--- src/design/kau_pkg.sv ---
package kau_pkg;

    localparam int KEY_WORDS_DEF = 5;
    localparam int WORD_BITS     = 32;
    localparam int OUT_KEY_BITS  = 160;
    localparam int SMALL_BITS    = 31;

    typedef enum logic [2:0] {
        KIND_ADD      = 3'd0,
        KIND_ADD_BYTE = 3'd1,
        KIND_SUB      = 3'd2,
        KIND_DIV      = 3'd3,
        KIND_XOR      = 3'd4,
        KIND_CMP      = 3'd5,
        KIND_MID      = 3'd6
    } kau_kind_t;

    typedef enum logic [1:0] {
        ORD_LESS    = 2'd0,
        ORD_EQUAL   = 2'd1,
        ORD_GREATER = 2'd2
    } kau_order_t;

    typedef struct packed {
        logic [2:0]            kind;
        logic [31:0]           a_top;
        logic [63:0]           a_mid;
        logic [63:0]           a_low;
        logic [31:0]           b_top;
        logic [63:0]           b_mid;
        logic [63:0]           b_low;
        logic [SMALL_BITS-1:0] small_operand;
    } kau_req_t;

    typedef struct packed {
        logic [31:0] r_top;
        logic [63:0] r_mid;
        logic [63:0] r_low;
        logic [1:0]  order;
        logic        div_error;
    } kau_res_t;

    typedef struct packed {
        logic       valid;
        logic       div;
        logic [1:0] order;
        logic       err;
    } kau_ctrl_t;

endpackage

--- src/design/kau_cell.sv ---
module kau_cell #(
    parameter int KEY_BITS = 160
) (
    input  logic                           clk,
    input  logic                           rst_n,
    input  kau_pkg::kau_ctrl_t             ctrl_in,
    input  logic [kau_pkg::SMALL_BITS-1:0] dsr_in,
    input  logic [kau_pkg::SMALL_BITS-1:0] rem_in,
    input  logic [KEY_BITS-1:0]            key_in,
    output kau_pkg::kau_ctrl_t             ctrl_out,
    output logic [kau_pkg::SMALL_BITS-1:0] dsr_out,
    output logic [kau_pkg::SMALL_BITS-1:0] rem_out,
    output logic [KEY_BITS-1:0]            key_out
);
    import kau_pkg::*;

    logic [SMALL_BITS:0]   rem2;
    logic [SMALL_BITS:0]   rem_sub;
    logic                  ge;
    kau_ctrl_t             ctrl_reg;
    logic [SMALL_BITS-1:0] dsr_reg;
    logic [SMALL_BITS-1:0] rem_reg, rem_next;
    logic [KEY_BITS-1:0]   key_reg, key_next;

    // one restoring division step, quotient bit shifted in at the bottom
    assign rem2    = {rem_in, key_in[KEY_BITS-1]};
    assign ge      = rem2 >= {1'b0, dsr_in};
    assign rem_sub = rem2 - {1'b0, dsr_in};

    always_comb
    begin
        if (ctrl_in.div)
        begin
            rem_next = ge ? rem_sub[SMALL_BITS-1:0] : rem2[SMALL_BITS-1:0];
            key_next = {key_in[KEY_BITS-2:0], ge};
        end
        else
        begin
            rem_next = rem_in;
            key_next = key_in;
        end
    end

    always_ff @(posedge clk or negedge rst_n)
    begin
        if (!rst_n)
            ctrl_reg <= '0;
        else
            ctrl_reg <= ctrl_in;
    end

    always_ff @(posedge clk)
    begin
        dsr_reg        <= dsr_in;
        rem_reg        <= rem_next;
        key_reg        <= key_next;
    end

    assign ctrl_out = ctrl_reg;
    assign dsr_out  = dsr_reg;
    assign rem_out  = rem_reg;
    assign key_out  = key_reg;

endmodule

--- config.mk ---
export PLATFORM = sky130hd
export DESIGN_NAME = kau_cell
export DESIGN_NICKNAME = d
export VERILOG_FILES = /design/src/design/kau_pkg.sv /design/src/design/kau_cell.sv
export SDC_FILE = /design/constraint.sdc
export NUM_CORES = 1
export LEC_CHECK = 0
export ABC_AREA = 1
export BUFFER_PORTS_ARGS = -buffer_cell sky130_fd_sc_hd__buf_4
export CAP_MARGIN = 10
export CORE_AREA = 10 10 171 173
export DETAILED_ROUTE_END_ITERATION = 7
export DIE_AREA = 0 0 181 183
export GPL_TIMING_DRIVEN = 0
export PLACE_DENSITY = 0.68
export SYNTH_ARGS = -nofsm -noshare
export SYNTH_HDL_FRONTEND = slang
export SYNTH_SLANG_ARGS = --single-unit
--- constraint.sdc ---
create_clock -name clk -period 0.8 [get_ports clk]
set_input_delay 0.12 -clock clk [delete_from_list [all_inputs] [get_ports clk]]
set_output_delay 0.12 -clock clk [all_outputs]
set_load 0.01 [all_outputs]
==> summary by stage <==
Die
For this configuration, the core starts out at a cell density of between 30% and 40%. The die covers 33100 um2. The die span in y is about 180 um.

The cell row count is 59. The area of the core is between 20000 and 30000 um2. The die is 181 um wide.

The number of I/O pins is about 460.

Layout
The fraction of layout cells with a size suffix above 1 is a little over two fifths. Once layout is complete, the cells apart from fillers number around 2500. Relative to the synthesized area, the layout overhead comes to 94.8%. The post-layout net count is roughly 2400.

The area used by sequential logic in the layout is 4840 um2. The multi-input gate area in the final layout is just under 5000 um2. The final-layout fill cell count is ~1700. The top cell types in the final layout, fill and taps aside, are nand2_1, buf_4, buf_6.

The most common cell after layout, fill and taps aside is nand2_1.

Synth
The post-synthesis compound-gate area fraction is 9.66%. The post-synthesis adder-cell area fraction is approximately 4.1%. The number of unique standard cell types used by synthesis is 37. The synthesized flop and latch total is 227. A synthesized cell averages 7.05 um2.

The warning count from the yosys run is 0. Synthesis produced a netlist with a net count of between 1500 and 2000. In the synthesized netlist, the number of instances is about 1400. After synthesis, the largest family of logic cells by area is simple AND/OR/NAND/NOR gates. The sequential-to-total area share from yosys stat is a little under half.

Summing the areas of all and, or, nand and nor instances in the mapped netlist gives a little over a quarter of the synthesized area. The synthesized netlist devotes 1.05% of its cell area to XOR and XNOR gates. The portion of synthesized area spent on multiplexers is 0%. The area of the mapped netlist is around 10000 um2.

Critical path
The worst setup path is launched from a primary input. Data on the critical path arrives at its endpoint at 1.90 ns. STA puts the critical path data required time at around 1.2 ns. The category of the worst setup path capture point is a flip-flop. The worst setup path is of the in -> reg kind.

In this run the worst path has a maximum fanout of 6.

Routing
The average detailed-routed wire length per instance is between 20 and 25 um. The residual DRC count is 0. The number of antenna-violating nets in the routed design is 0. The first-iteration detailed-routing DRC count is approximately 1200. The via count normalized by instance count is a little over 5. The vias after detailed routing is ~13000. The total iterations of the first detailed-routing run is 5. Summed over all layers, the routed wires come to 57300 um.

Placement
The placed cell count is about 2200. The final estimated routing congestion in global placement is 0.958. The number of port buffers is approximately 460. Timing analysis after detailed placement gives a worst setup slack of -1.42 ns. The estimated wirelength of the detail-placed design is between 30000 and 40000 um.

Power and ir drop
The proportion of total power due to net switching is between 30% and 40%. The internal portion of the total power is 0.0240 W. The clock network accounts for between 30% and 40% of the total power. The power spent charging and discharging nets is 0.0105 W. Summed over all cells, the static leakage comes to 9.80 nW. The worst-case IR drop observed on VDD is ~1700 uV. In this run the power density over the cells is approximately 1800 nW/um2.

Per report_power, the sequential group accounts for 37.6% of the total. The part of the total power dissipated in combinational logic is between 20% and 30%.

STA
Setup violations remaining at the end of the flow were counted as ~260. The number of hold violations in the final report is 0. Dividing the final minimum period by the clock period gives 185%. The highest clock frequency the design can meet is around 680 MHz. The normalized max-slew margin is ~59%. Setup repair after global routing could not meet its margin everywhere. Hold is met by a little over 0.01 ns. The transition time of the tightest slew-check pin is ~0.61 ns. The shortest clock period the worst path allows after layout is ~1.5 ns. The count of pins over their slew limit is 0. The smallest setup slack after layout is -0.678 ns.

GRT
The via count of the first global-routing pass came to ~13000. Entering global routing, the biggest net connects 14 pins. The total global routing track utilization is roughly 31%. Global routing finished with a remaining overflow of 0.

The initial antenna violation count is 7. The first global-routing pass estimated roughly 81000 um of wire.

CTS
The CTS tree is done. The cell sitting at the root of the clock tree is a clkbuf_16. The clock transition at the registers of the reported paths is approximately 0.060 ns. The worst-case clock buffer depth is 3. The sink count of the clock tree is approximately 230. The level count of the clock H-tree is 1. Counting the buffers created by CTS gives 26.

Job
Across the run, the number of max-cap violations was 0.

Hold path
The startpoint of the tightest hold check path is dsr_in[0]. The count of cells along the worst hold path is 5. The worst hold path class is in -> reg. The path with the worst hold slack has its endpoint at rem_out[0].

Outcome
The flow ran to the end, but the final reports show violations. The final reports fail on negative setup slack.
area by class of cell:
type	count	area share [%]
Antenna cell	7	0.0902
Timing Repair Buffer	716	35.8
Multi-Input combinational cell	879	25.5
Clock buffer	38	3.84
Buffer	49	2.23
Sequential cell	227	24.9
Clock inverter	10	0.373
Tap cell	335	2.16
Inverter	259	5.08
worst max-delay path by stage:
stage	from	to	slack, ns	depth (start not counted)
2_1_floorplan	key_in[159]	rem_out[12]	-0.93	16
3_3_place_gp	dsr_in[19]	rem_out[21]	-1.43	15
3_5_place_dp	dsr_in[19]	rem_out[28]	-1.42	15
4_1_cts	key_in[159]	rem_out[13]	-0.55	17
5_1_grt	key_in[159]	rem_out[8]	-0.74	17
6_report	key_in[159]	rem_out[6]	-0.68	17
cell usage after synthesis, drive strengths merged:
| cell | count | area [um2] |
|---|---|---|
| o21bai | 1 | 7.51 |
| xnor2 | 6 | 52.6 |
| inv | 257 | 965 |
| nand3 | 69 | 355 |
| buf | 19 | 124 |
| clkinv | 2 | 7.51 |
| fa | 1 | 20.0 |
| nand2 | 500 | 1920 |
| dfrtp | 5 | 125 |
| nor2 | 45 | 225 |
| clkbuf | 31 | 116 |
| nor3 | 2 | 15.0 |
| or2 | 1 | 6.26 |
| nand3b | 15 | 113 |
| and2 | 4 | 25.0 |
| nand4 | 9 | 56.3 |
| nor4 | 1 | 6.26 |
| a21oi | 18 | 105 |
| xor2 | 6 | 52.6 |
| ha | 31 | 388 |
| dfxtp | 222 | 4440 |
| o21ai | 170 | 851 |
registers in the layout (all words and copies together), names as in the netlist:
name	flops
rem_out	31
key_out	160
dsr_out	31
ctrl_out	5
routing by layer:
layer,global-route usage [%],vias to the layer above,wire (um)
met5,0,-,29
met4,19.3,4,4450
met2,55.7,854,28100
li1,-,5816,-
met3,7.52,241,4820
met1,33.0,6077,19900
worst max-delay path, cell delays in order:
cell     delay [ns]
buf_8          0.09
inv_12         0.03
ha_4           0.15
fa_2           0.34
inv_2          0.08
nand2_1        0.05
nand2_1        0.11
nand3_2        0.07
nand2_2        0.09
nand2_2        0.06
nand3_2        0.09
nand2_4        0.10
nand2_8        0.16
buf_8          0.15
nand2_2        0.05
nand3_2        0.09
o21ai_2        0.06
cell families (layout without fill, tap and decap cells):
kind of cell	count (synthesis)	count (layout)
and+or+nand+nor	646	646
buffers and inverters	309	1072
DFF	227	227
AOI/OAI and AO/OA	189	189
adders and majority gates	32	32
xor gates and xnor gates	12	12
other	0	7
timing repair:
item | in CTS | in global routing
hold buffers | 227 | 3
hold endpoints to repair | 232 | 7
setup endpoints to repair | 297 | 302
buffers inserted | 24 | 4
gates resized for setup | 526 | 112
cloned | 3 | 1
pin swaps | 35 | 19
power by group through the flow:
stage	clock (W)	sequential, W	combinational (W)
finish	0.0115	0.0130	0.0101
global route	0.0120	0.0130	0.0106
CTS	0.0115	0.0129	0.00927
detailed placement	0	0.0128	0.00700
global placement	0	0.0128	0.00696
floorplan	0	0.0133	0.00277
stage by stage:
| step | TNS (ns) | instance area (um2) | utilization (%) | total power [W] |
|---|---|---|---|---|
| floorplan | -38.50 | 10200 | - | 0.0160 |
| global placement | -115.90 | 14000 | 54.3 | 0.0197 |
| detailed placement | -118.74 | 14000 | 54.3 | 0.0198 |
| CTS | -85.55 | 19000 | 73.9 | 0.0337 |
| global route | -94.75 | 19400 | 75.4 | 0.0357 |
| finish | -87.86 | 19400 | 75.4 | 0.0346 |
Power figures use the tool's default switching activity.
